### config.mk
export PLATFORM = sky130hd
export DESIGN_NAME = envelope_detector_hysteresis
export DESIGN_NICKNAME = d
export VERILOG_FILES = /design/src/hw/rtl/edh_pkg.sv /design/src/hw/rtl/edh_cfg.sv /design/src/hw/rtl/edh_ctrl.sv /design/src/hw/rtl/edh_datapath.sv /design/src/hw/rtl/envelope_detector_hysteresis.sv
export SDC_FILE = /design/constraint.sdc
export NUM_CORES = 2
export LEC_CHECK = 0
export BUFFER_PORTS_ARGS = -buffer_cell sky130_fd_sc_hd__buf_2
export CAP_MARGIN = 0
export CORE_MARGIN = 3
export CORE_UTILIZATION = 57
export DETAILED_ROUTE_END_ITERATION = 8
export PLACE_DENSITY = 0.87
export SETUP_SLACK_MARGIN = 0.5
export SYNTH_ARGS = -nofsm -noshare
export SYNTH_HDL_FRONTEND = slang
export SYNTH_SLANG_ARGS = --single-unit
### constraint.sdc
create_clock -name clk_i -period 8.5 [get_ports clk_i]
set_input_delay 0.85 -clock clk_i [delete_from_list [all_inputs] [get_ports clk_i]]
set_output_delay 0.85 -clock clk_i [all_outputs]
set_load 0.05 [all_outputs]
### src/hw/rtl/edh_pkg.sv
`timescale 1ns / 1ps
`default_nettype none
// ----------------------------------------------------------------------------
// edh_pkg
// Shared types and constants for the envelope detector with hysteresis.
// ----------------------------------------------------------------------------
package edh_pkg;

  localparam int unsigned COEF_W    = 16;
  localparam int unsigned ENV_W     = 32;
  localparam int unsigned CFG_IDX_W = 3;
  localparam int unsigned CFG_DAT_W = 32;

  localparam logic [COEF_W:0]    COEF_ONE       = 17'h10000;
  localparam logic [COEF_W-1:0]  RST_ATTACK     = 16'd59299;
  localparam logic [COEF_W-1:0]  RST_RELEASE    = 16'd59299;
  localparam logic [ENV_W-1:0]   RST_ACT_THR    = 32'd32768;
  localparam logic [ENV_W-1:0]   RST_DEACT_THR  = 32'd32768;

  typedef enum logic [CFG_IDX_W-1:0] {
    CFG_ATTACK       = 3'd0,
    CFG_RELEASE      = 3'd1,
    CFG_ACT_THR      = 3'd2,
    CFG_DEACT_THR    = 3'd3,
    CFG_COMPLEX      = 3'd4,
    CFG_ACT_MARK_EN  = 3'd5,
    CFG_DEACT_MARK_EN = 3'd6
  } cfg_idx_e;

  typedef struct packed {
    logic [COEF_W-1:0] attack_coeff;
    logic [COEF_W-1:0] release_coeff;
    logic [ENV_W-1:0]  act_thr;
    logic [ENV_W-1:0]  deact_thr;
    logic              complex_mode;
    logic              act_mark_en;
    logic              deact_mark_en;
  } cfg_t;

  typedef enum logic [3:0] {
    ST_IDLE,
    ST_SQUARE,
    ST_SUM,
    ST_ROOT,
    ST_SCALE,
    ST_COEF,
    ST_MUL_A,
    ST_MUL_B,
    ST_DONE
  } state_e;

  typedef struct packed {
    logic load_in;
    logic square;
    logic sum;
    logic root_step;
    logic scale;
    logic coef;
    logic mul_a;
    logic mul_b;
    logic commit;
  } cmd_t;

  typedef struct packed {
    logic root_last;
    logic out_free;
  } sts_t;

endpackage
`default_nettype wire

### src/hw/rtl/edh_cfg.sv
`timescale 1ns / 1ps
`default_nettype none
// ----------------------------------------------------------------------------
// edh_cfg
// Configuration register file, one write per cfg word.
// ----------------------------------------------------------------------------
module edh_cfg (
  input  wire logic                            clk_i,
  input  wire logic                            rst_ni,
  input  wire logic                            cfg_valid_i,
  input  wire logic [edh_pkg::CFG_IDX_W-1:0]   cfg_index_i,
  input  wire logic [edh_pkg::CFG_DAT_W-1:0]   cfg_data_i,
  output edh_pkg::cfg_t                        cfg_o
);
  import edh_pkg::*;

  cfg_t cfg_q;

  always_ff @(posedge clk_i or negedge rst_ni) begin
    if (!rst_ni) begin
      cfg_q.attack_coeff  <= RST_ATTACK;
      cfg_q.release_coeff <= RST_RELEASE;
      cfg_q.act_thr       <= RST_ACT_THR;
      cfg_q.deact_thr     <= RST_DEACT_THR;
      cfg_q.complex_mode  <= 1'b1;
      cfg_q.act_mark_en   <= 1'b0;
      cfg_q.deact_mark_en <= 1'b0;
    end else if (cfg_valid_i) begin
      unique case (cfg_idx_e'(cfg_index_i))
        CFG_ATTACK:        cfg_q.attack_coeff  <= cfg_data_i[COEF_W-1:0];
        CFG_RELEASE:       cfg_q.release_coeff <= cfg_data_i[COEF_W-1:0];
        CFG_ACT_THR:       cfg_q.act_thr       <= cfg_data_i[ENV_W-1:0];
        CFG_DEACT_THR:     cfg_q.deact_thr     <= cfg_data_i[ENV_W-1:0];
        CFG_COMPLEX:       cfg_q.complex_mode  <= cfg_data_i[0];
        CFG_ACT_MARK_EN:   cfg_q.act_mark_en   <= cfg_data_i[0];
        CFG_DEACT_MARK_EN: cfg_q.deact_mark_en <= cfg_data_i[0];
        default: begin
        end
      endcase
    end
  end

  assign cfg_o = cfg_q;

endmodule
`default_nettype wire

### src/hw/rtl/edh_ctrl.sv
`timescale 1ns / 1ps
`default_nettype none
// ----------------------------------------------------------------------------
// edh_ctrl
// Sequencer: square, sum, root (complex only), scale, coef, 2 mults, commit.
// ----------------------------------------------------------------------------
module edh_ctrl (
  input  wire logic   clk_i,
  input  wire logic   rst_ni,
  input  wire logic   in_valid_i,
  output logic        in_ready_o,
  input  wire logic   complex_mode_i,
  input  wire edh_pkg::sts_t sts_i,
  output edh_pkg::cmd_t cmd_o
);
  import edh_pkg::*;

  state_e state_q, state_d;

  always_ff @(posedge clk_i or negedge rst_ni) begin
    if (!rst_ni) begin
      state_q <= ST_IDLE;
    end else begin
      state_q <= state_d;
    end
  end

  always_comb begin
    state_d    = state_q;
    cmd_o      = '0;
    in_ready_o = 1'b0;
    unique case (state_q)
      ST_IDLE: begin
        in_ready_o    = 1'b1;
        cmd_o.load_in = in_valid_i;
        if (in_valid_i) begin
          state_d = complex_mode_i ? ST_SQUARE : ST_SCALE;
        end
      end
      ST_SQUARE: begin
        cmd_o.square = 1'b1;
        state_d      = ST_SUM;
      end
      ST_SUM: begin
        cmd_o.sum = 1'b1;
        state_d   = ST_ROOT;
      end
      ST_ROOT: begin
        cmd_o.root_step = 1'b1;
        if (sts_i.root_last) begin
          state_d = ST_SCALE;
        end
      end
      ST_SCALE: begin
        cmd_o.scale = 1'b1;
        state_d     = ST_COEF;
      end
      ST_COEF: begin
        cmd_o.coef = 1'b1;
        state_d    = ST_MUL_A;
      end
      ST_MUL_A: begin
        cmd_o.mul_a = 1'b1;
        state_d     = ST_MUL_B;
      end
      ST_MUL_B: begin
        cmd_o.mul_b = 1'b1;
        state_d     = ST_DONE;
      end
      ST_DONE: begin
        if (sts_i.out_free) begin
          cmd_o.commit = 1'b1;
          state_d      = ST_IDLE;
        end
      end
      default: begin
        state_d = ST_IDLE;
      end
    endcase
  end

endmodule
`default_nettype wire

### src/hw/rtl/edh_datapath.sv
`timescale 1ns / 1ps
`default_nettype none
// ----------------------------------------------------------------------------
// edh_datapath
// Magnitude (squares + bit-serial root, or |re| in real mode), Q scaling,
// one-pole update, hysteresis flag and output register.
// ----------------------------------------------------------------------------
module edh_datapath #(
  parameter int unsigned SAMPLE_BITS = 16,
  parameter int unsigned FRAC_BITS   = 16
) (
  input  wire logic                          clk_i,
  input  wire logic                          rst_ni,
  input  wire edh_pkg::cfg_t                 cfg_i,
  input  wire edh_pkg::cmd_t                 cmd_i,
  output edh_pkg::sts_t                      sts_o,
  input  wire logic signed [SAMPLE_BITS-1:0] sample_re_i,
  input  wire logic signed [SAMPLE_BITS-1:0] sample_im_i,
  output logic                               out_valid_o,
  input  wire logic                          out_ready_i,
  output logic [edh_pkg::ENV_W-1:0]          envelope_o,
  output logic                               active_o,
  output logic                               activation_mark_o,
  output logic                               deactivation_mark_o
);
  import edh_pkg::*;

  localparam int unsigned SW = SAMPLE_BITS;
  localparam int unsigned RW = 2 * SW;
  localparam int unsigned CW = $clog2(SW);
  localparam int unsigned XW = SW + FRAC_BITS;
  localparam int unsigned PW = COEF_W + ENV_W;
  localparam int unsigned AW = PW + 1;

  logic [SW-1:0]     are_q, aim_q;
  logic [RW-1:0]     sq_re_q, sq_im_q;
  logic [RW-1:0]     rad_q;
  logic [SW-1:0]     rem_q;
  logic [SW-1:0]     root_q;
  logic [CW-1:0]     cnt_q;
  logic [ENV_W-1:0]  x_q;
  logic [COEF_W-1:0] coef_q;
  logic [PW-1:0]     p1_q;
  logic [AW-1:0]     acc_q;
  logic [ENV_W-1:0]  env_q;
  logic              active_q;
  logic              out_valid_q;
  logic [ENV_W-1:0]  out_env_q;
  logic              out_act_q, out_am_q, out_dm_q;

  logic [SW-1:0]       are_d, aim_d;
  logic [SW+1:0]       rem_t, trial, rem_sub;
  logic                root_bit;
  logic [SW-1:0]       mag;
  logic [XW+ENV_W-1:0] x_ext;
  logic                x_sat;
  logic [COEF_W:0]     coef_b;
  logic [ENV_W-1:0]    env_new;
  logic                act_set, act_clr, active_d;

  // absolute value; most negative input maps to 2^(SW-1)
  assign are_d = sample_re_i[SW-1] ? (~sample_re_i + 1'b1) : sample_re_i;
  assign aim_d = sample_im_i[SW-1] ? (~sample_im_i + 1'b1) : sample_im_i;

  // one root bit per cycle, radicand consumed two bits at a time
  assign rem_t    = {rem_q, rad_q[RW-1 -: 2]};
  assign trial    = {root_q, 2'b01};
  assign root_bit = (rem_t >= trial);
  assign rem_sub  = rem_t - trial;

  assign mag   = cfg_i.complex_mode ? root_q : are_q;
  assign x_ext = {{ENV_W{1'b0}}, mag, {FRAC_BITS{1'b0}}};
  assign x_sat = |x_ext[XW+ENV_W-1:ENV_W];

  assign coef_b  = COEF_ONE - {1'b0, coef_q};
  assign env_new = acc_q[COEF_W +: ENV_W];

  assign act_set  = !active_q && (env_new > cfg_i.act_thr);
  assign act_clr  = active_q && (env_new < cfg_i.deact_thr);
  assign active_d = act_set ? 1'b1 : (act_clr ? 1'b0 : active_q);

  always_ff @(posedge clk_i) begin
    if (cmd_i.load_in) begin
      are_q <= are_d;
      aim_q <= aim_d;
    end
    if (cmd_i.square) begin
      sq_re_q <= are_q * are_q;
      sq_im_q <= aim_q * aim_q;
    end
    if (cmd_i.sum) begin
      rad_q  <= sq_re_q + sq_im_q;
      rem_q  <= '0;
      root_q <= '0;
      cnt_q  <= '0;
    end else if (cmd_i.root_step) begin
      rad_q  <= rad_q << 2;
      rem_q  <= root_bit ? rem_sub[SW-1:0] : rem_t[SW-1:0];
      root_q <= {root_q[SW-2:0], root_bit};
      cnt_q  <= cnt_q + 1'b1;
    end
    if (cmd_i.scale) begin
      x_q <= x_sat ? {ENV_W{1'b1}} : x_ext[ENV_W-1:0];
    end
    if (cmd_i.coef) begin
      coef_q <= (x_q > env_q) ? cfg_i.attack_coeff : cfg_i.release_coeff;
    end
    if (cmd_i.mul_a) begin
      p1_q <= coef_q * env_q;
    end
    if (cmd_i.mul_b) begin
      acc_q <= AW'(p1_q) + coef_b * x_q;
    end
    if (cmd_i.commit) begin
      out_env_q <= env_new;
      out_act_q <= active_d;
      out_am_q  <= act_set & cfg_i.act_mark_en;
      out_dm_q  <= act_clr & cfg_i.deact_mark_en;
    end
  end

  always_ff @(posedge clk_i or negedge rst_ni) begin
    if (!rst_ni) begin
      env_q       <= '0;
      active_q    <= 1'b0;
      out_valid_q <= 1'b0;
    end else begin
      if (cmd_i.commit) begin
        env_q    <= env_new;
        active_q <= active_d;
      end
      if (cmd_i.commit) begin
        out_valid_q <= 1'b1;
      end else if (out_ready_i) begin
        out_valid_q <= 1'b0;
      end
    end
  end

  assign sts_o.root_last = (cnt_q == CW'(SW - 1));
  assign sts_o.out_free  = !out_valid_q || out_ready_i;

  assign out_valid_o         = out_valid_q;
  assign envelope_o          = out_env_q;
  assign active_o            = out_act_q;
  assign activation_mark_o   = out_am_q;
  assign deactivation_mark_o = out_dm_q;

endmodule
`default_nettype wire

### src/hw/rtl/envelope_detector_hysteresis.sv
`timescale 1ns / 1ps
`default_nettype none
// ----------------------------------------------------------------------------
// envelope_detector_hysteresis
// Attack/release envelope follower with hysteresis active flag.
// ----------------------------------------------------------------------------
// Input channel (in_valid_i/in_ready_o) takes one complex or real sample word;
// output channel (out_valid_o/out_ready_i) returns one word per sample: the
// Q16 envelope, the active flag and the activation/deactivation marks.
// cfg channel writes one register per word, index 0..6; cfg_ready_o is
// always high. Write only while no sample is in flight.
// Complex mode runs squares, sum, the bit-serial root, scaling, coefficient
// select, multiplies and commit; real mode skips squares, sum and root.
// The root is formed one bit per cycle. A new sample is taken only in the
// idle state, once the result has entered the output register.
// A stalled receiver holds the finished word; the next sample is accepted
// and processed, then waits in the final step until the word is taken.
// Reset loads the register defaults, clears envelope and active flag.
// ----------------------------------------------------------------------------
module envelope_detector_hysteresis #(
  parameter int unsigned SAMPLE_BITS = 16,
  parameter int unsigned FRAC_BITS   = 16
) (
  input  wire logic                                clk_i,
  input  wire logic                                rst_ni,
  input  wire logic                                in_valid_i,
  output logic                                     in_ready_o,
  input  wire logic signed [SAMPLE_BITS-1:0]       sample_re_i,
  input  wire logic signed [SAMPLE_BITS-1:0]       sample_im_i,
  output logic                                     out_valid_o,
  input  wire logic                                out_ready_i,
  output logic [edh_pkg::ENV_W-1:0]                envelope_o,
  output logic                                     active_o,
  output logic                                     activation_mark_o,
  output logic                                     deactivation_mark_o,
  input  wire logic                                cfg_valid_i,
  output logic                                     cfg_ready_o,
  input  wire logic [edh_pkg::CFG_IDX_W-1:0]       cfg_index_i,
  input  wire logic [edh_pkg::CFG_DAT_W-1:0]       cfg_data_i
);
  import edh_pkg::*;

  cfg_t cfg;
  cmd_t cmd;
  sts_t sts;

  assign cfg_ready_o = 1'b1;

  edh_cfg u_cfg (
    .clk_i       (clk_i),
    .rst_ni      (rst_ni),
    .cfg_valid_i (cfg_valid_i),
    .cfg_index_i (cfg_index_i),
    .cfg_data_i  (cfg_data_i),
    .cfg_o       (cfg)
  );

  edh_ctrl u_ctrl (
    .clk_i          (clk_i),
    .rst_ni         (rst_ni),
    .in_valid_i     (in_valid_i),
    .in_ready_o     (in_ready_o),
    .complex_mode_i (cfg.complex_mode),
    .sts_i          (sts),
    .cmd_o          (cmd)
  );

  edh_datapath #(
    .SAMPLE_BITS (SAMPLE_BITS),
    .FRAC_BITS   (FRAC_BITS)
  ) u_dp (
    .clk_i               (clk_i),
    .rst_ni              (rst_ni),
    .cfg_i               (cfg),
    .cmd_i               (cmd),
    .sts_o               (sts),
    .sample_re_i         (sample_re_i),
    .sample_im_i         (sample_im_i),
    .out_valid_o         (out_valid_o),
    .out_ready_i         (out_ready_i),
    .envelope_o          (envelope_o),
    .active_o            (active_o),
    .activation_mark_o   (activation_mark_o),
    .deactivation_mark_o (deactivation_mark_o)
  );

endmodule
`default_nettype wire

# After elaboration in Yosys (flattened, before gate mapping)
# Cells that the tools add are included.
# op_classes
add_sub_neg	7
mul	4
div	0
magnitude_cmp	4
n_eq_ne	18
shifts	0
mux	27
bitwise_logic	4
reduce_logical	17
# ops
op	count
32-bit > comparator	2
16-bit by 16-bit multiplier with 32-bit output	2
32-bit two-way mux	2
48-bit adder	1
16-bit by 32-bit multiplier with 48-bit output	1
16-bit two-way mux	3
4-bit case mux with 9 select lines	1
16-bit by 1-bit adder with 16-bit output (second input constant)	2
32-bit adder	1
32-bit < comparator	1
17-bit by 16-bit multiplier with 32-bit output	1
16-bit NOT	2
15-bit two-way mux	2
18-bit greater-or-equal comparator	1
17-bit by 16-bit subtractor with 17-bit output (first input constant)	1
4-bit by 3-bit == test with 1-bit output (second input constant)	4
16-bit subtractor	1
1-bit two-way mux	15
2-bit AND reduction	7
4-bit two-way mux	3
3-bit == test (second input constant)	3
4-bit by 2-bit == test with 1-bit output (second input constant)	2
4-bit == test (second input constant)	2
3-bit by 2-bit == test with 1-bit output (second input constant)	2
13 further kinds	19
# totals
register_bits	464
latch_bits	0
ram_bits	0
mem_bits_ro	0
in_bits	72
out_inout_bits	38
mem_count	0

# Logic depth before layout (Yosys ltp)
# logic_depth
ltp_word	5
mapped_depth	41

# Modules after synthesis
# Synthesis repeated with hierarchy kept, for this count alone.
# hier_totals
hier_cells	6044
area_unflattened_um2	59629.7
# modules_own_cells
module	n_inst	cells_each	area_per_inst_um2
edh_datapath	1	5789	55444.4
edh_cfg	1	215	3860.0
edh_ctrl	1	38	314.1
envelope_detector_hysteresis	1	2	11.3

# Worst setup path before layout
# No wires, ideal clock.
# synth_timing
path_kind	register to register
startpoint	register u_dp.coef_q[0]
endpoint	register u_dp.acc_q[44] (data pin)
arrival_time_ns	8.915
required_ns	8.242
setup_slack_ns	-0.672
path_stages_with_launch	35
period_less_slack_ns	9.172
cell_sequence	edfxtp_1 > clkbuf_1 > clkbuf_1 > inv_1 > ha_1 > or3b_1 > nand2b_4 > xor2_1 > clkbuf_1 > nand2_1 > fa_1 > fa_1 > fa_1 > fa_1 > inv_1 > fa_1 > fa_1 > ha_1 > a21o_1 > a21o_1 > a21oi_1 > a21boi_0 > o31a_1 > o21ai_0 > nand2b_1 > a21oi_1 > xnor2_1 > ha_1 > a211o_2 > or3_2 > o311a_1 > or4_4 > a41o_1 > a21oi_2 > xnor2_1
# synth_between
elab_chain_len	3
# synth_lines
element	line_no	source
start, declared	edh_datapath.sv:42	logic [COEF_W-1:0] coef_q;
start signal, assigned	edh_datapath.sv:106	coef_q <= (x_q > env_q) ? cfg_i.attack_coeff : cfg_i.release_coeff;
17-bit by 16-bit subtractor with 17-bit output	edh_datapath.sv:75	assign coef_b = COEF_ONE - {1'b0, coef_q};
17-bit by 16-bit multiplier with 32-bit output	edh_datapath.sv:112	acc_q <= AW'(p1_q) + coef_b * x_q;
48-bit adder	edh_datapath.sv:112	
end signal, assigned	edh_datapath.sv:112	
end, declared	edh_datapath.sv:44	logic [AW-1:0] acc_q;
# Every way passes these cells.
# A chain may end at the register's enable or synchronous reset.

# Worst setup path in the final report
# layout_timing
startpoint	register u_dp.coef_q[4]
endpoint	register u_dp.acc_q[47] (data pin)
# Same word-level chain as after synthesis.

==> out/results.tsv <==
metric	value	unit
status	complete, but fails checks	
violations	negative setup slack	
worstRegToRegCells	34	
tritoncts	yes	
cts.sinks	430	
reg2reg_slack	-410	ps
crit-reg2reg-launch	u_dp.coef_q[4]	
syn_nets	7690	
timing_hold_violations_final	0	
setup_viol	7	
yosysWarnings	0	
antenna_found_initial	13	
ys.flop_type	edfxtp_1	
core_area	102200	µm²
finalSetupTns	-1514	ps
synth_seq_cells	430	
dp_hpwl	118400	µm
synthCells	6085	
worstHoldPathType	primary input to async pin	
vias_per_cell	5.806	
place_area	61770	µm²
cts_hold_buf	0	
max_freq	0.1123	GHz
post-place-ws	-384.4	ps
slew_headroom	15.52	%
period_share	104.8	%
wl	153400	µm
vias	44130	
critPathCaptureType	register	
crit_arrival	9260	ps
yosysUniqueCellTypes	90	
ant_nets	0	
fin_hold_ws	253.9	ps
grt_remaining_overflow	0	
htree_levels	2	
track_usage	29.09	%
synthArstFlopShare	31.86	%
insertion_delay	610	ps
slew_viol_final	0	
fin_area	64120	µm²
path_class	register to register	
maxCapViolCount	0	
dieArea	107300	µm²
slowest_stage	fa_1	
area_growth_syn_to_layout	8.812	%
cp-start-kind	register	
grt_setup_unrepaired	yes	
clkSlewWorstSetupHoldPaths	70	ps
drt_iter0_markers	3705	
cts_buffer_depth	3	
drive_gt1_share	10.38	%
slowest_delay	590	ps
r2r-end	u_dp.acc_q[47]	
syn_area	58930	µm²
layout_setup_ws	-408.7	ps
numCtsBuffers	48	
ios	110	
grt_pass1_wl	247300	µm
cts_root_buf	clkbuf_16	
grt_max_degree	79	
die_h	327.5	µm
crit_fanout	6	
rows	117	
wl_per_cell	20.19	µm
syn_area_per_cell	9.684	µm²
gp_congestion	0.9501	
skew	29.59	ps
max_slew.worst_pin.slew	1256	ps
nNetsFinal	7788	
grt_pass1_vias	48120	
drc_errors	0	
cpMostUsedCell	fa_1	
layout_min_cycle_time	8909	ps
dr.pass1.iters	8	
start_util	57.67	%
port_buffers	108	
required	8850	ps
yosysSeqAreaShare	20.19	%
synth_edf_count	257	
die_w	327.5	µm
-- through the flow --
stage,cells,utilization [%]
2_1_floorplan,6085,-
3_3_place_gp,7473,60.45
3_5_place_dp,7473,60.45
4_1_cts,7580,62.47
5_1_grt,7590,62.72
6_report,7601,62.75
-- worst max-delay path, delay by kind of cell (launching register included) --
kind                       cells  cell delay, ps
AOI/OAI and AO/OA              9            1740
adders and majority gates      8            3590
and+or+nand+nor                7            1630
DFF                            1             380
xor gates and xnor gates       4             570
buffers and inverters          6             710
-- per-layer routing --
layer / wire length, µm / vias to the layer above / part of all wire [%] / track usage, %
met2: 74640 / 2253 / 49 / 49.40
met3: 14150 / 722 / 9.2 / 5.519
met5: 80 / - / 0.052 / 0
met1: 53620 / 21970 / 35 / 34.42
li1: - / 19180 / - / -
met4: 10940 / 12 / 7.1 / 17.32
-- sequential cells by signal, summed over array words and instances, names as in the netlist, 31 cells and up --
register         flops
u_dp.sq_im_q        31
u_dp.rad_q          32
u_dp.sq_re_q        31
u_dp.env_q          32
u_cfg.cfg_o         99
u_dp.p1_q           32
u_dp.acc_q          32
u_dp.envelope_o     32
-- cell families (layout without fill, tap and decap cells) --
logic type / count (synthesis) / in the layout / share of synthesized area, %
and+or+nand+nor: 1661 / 1661 / 13.28
adders and majority gates: 1533 / 1533 / 44.70
buffers and inverters: 1487 / 1624 / 9.483
AOI/OAI and AO/OA: 641 / 641 / 7.000
DFF: 430 / 430 / 20.19
xor gates and xnor gates: 234 / 234 / 3.478
muxes: 98 / 98 / 1.864
other: 1 / 12 / 0.006364
-- placed cells by master (no fill, tap or decap), types with 27 or more instances in the layout --
cell and n:
o21a_1 27, nand3_1 52, nor3_1 32, fa_1 949, edfxtp_1 257, buf_4 174, xor2_1 59, nand2b_1 32
nor2b_1 28, dfrtp_1 114, ha_1 563, a21o_1 91, a21oi_1 140, dfxtp_1 36, xnor2_1 163, nand2_1 874
nor2_1 134, o21ai_0 188, clkbuf_16 53, nand4_1 37, mux2_2 94, and2_1 346, inv_1 1228, buf_2 107
-- how the worst max path moves through the flow --
stage / start / to
6_report: u_dp.coef_q[4] / u_dp.acc_q[47]
4_1_cts: u_dp.coef_q[4] / u_dp.acc_q[44]
3_3_place_gp: u_dp.coef_q[4] / u_dp.acc_q[47]
5_1_grt: u_dp.coef_q[4] / u_dp.acc_q[47]
2_1_floorplan: u_dp.coef_q[0] / u_dp.acc_q[44]
3_5_place_dp: u_dp.coef_q[4] / u_dp.acc_q[47]
-- cells in the mapped netlist, drive strengths merged, types with 61 or more instances --
cell type / n / share of area (%)
fa: 954 / 32
o21ai: 203 / 1.7
clkbuf: 236 / 1.5
and2: 350 / 3.7
a21oi: 158 / 1.4
nor2: 140 / 0.89
ha: 579 / 12
inv: 1237 / 7.9
nand2: 883 / 5.6
xor2: 61 / 0.91
edfxtp: 257 / 13
a21o: 91 / 1.2
mux2: 94 / 1.8
xnor2: 173 / 2.6
dfrtp: 114 / 4.8
-- cell type report --
cell class              instances  area [µm²]
diodes                         11       27.53
multi-input cells            4168       42200
repair buffers                298        2058
fillers                      7629       38060
inverters                    1237        4646
clock inverters                22       152.6
clock buffers                  67        1429
flip-flops and latches        430       11900
well taps                    1368        1712
-- what timing repair did --
action | 4_1_cts | 5_1_grt
resized for setup | 65 | 41
cloned | 1 | 0
setup buffers | 17 | 10
setup endpoints to repair | 13 | 17
pin swaps | 45 | 27
Power is left out: the tool's default activity adds up to more than one toggle a clock period on the data nets, which glitch-free logic cannot reach.
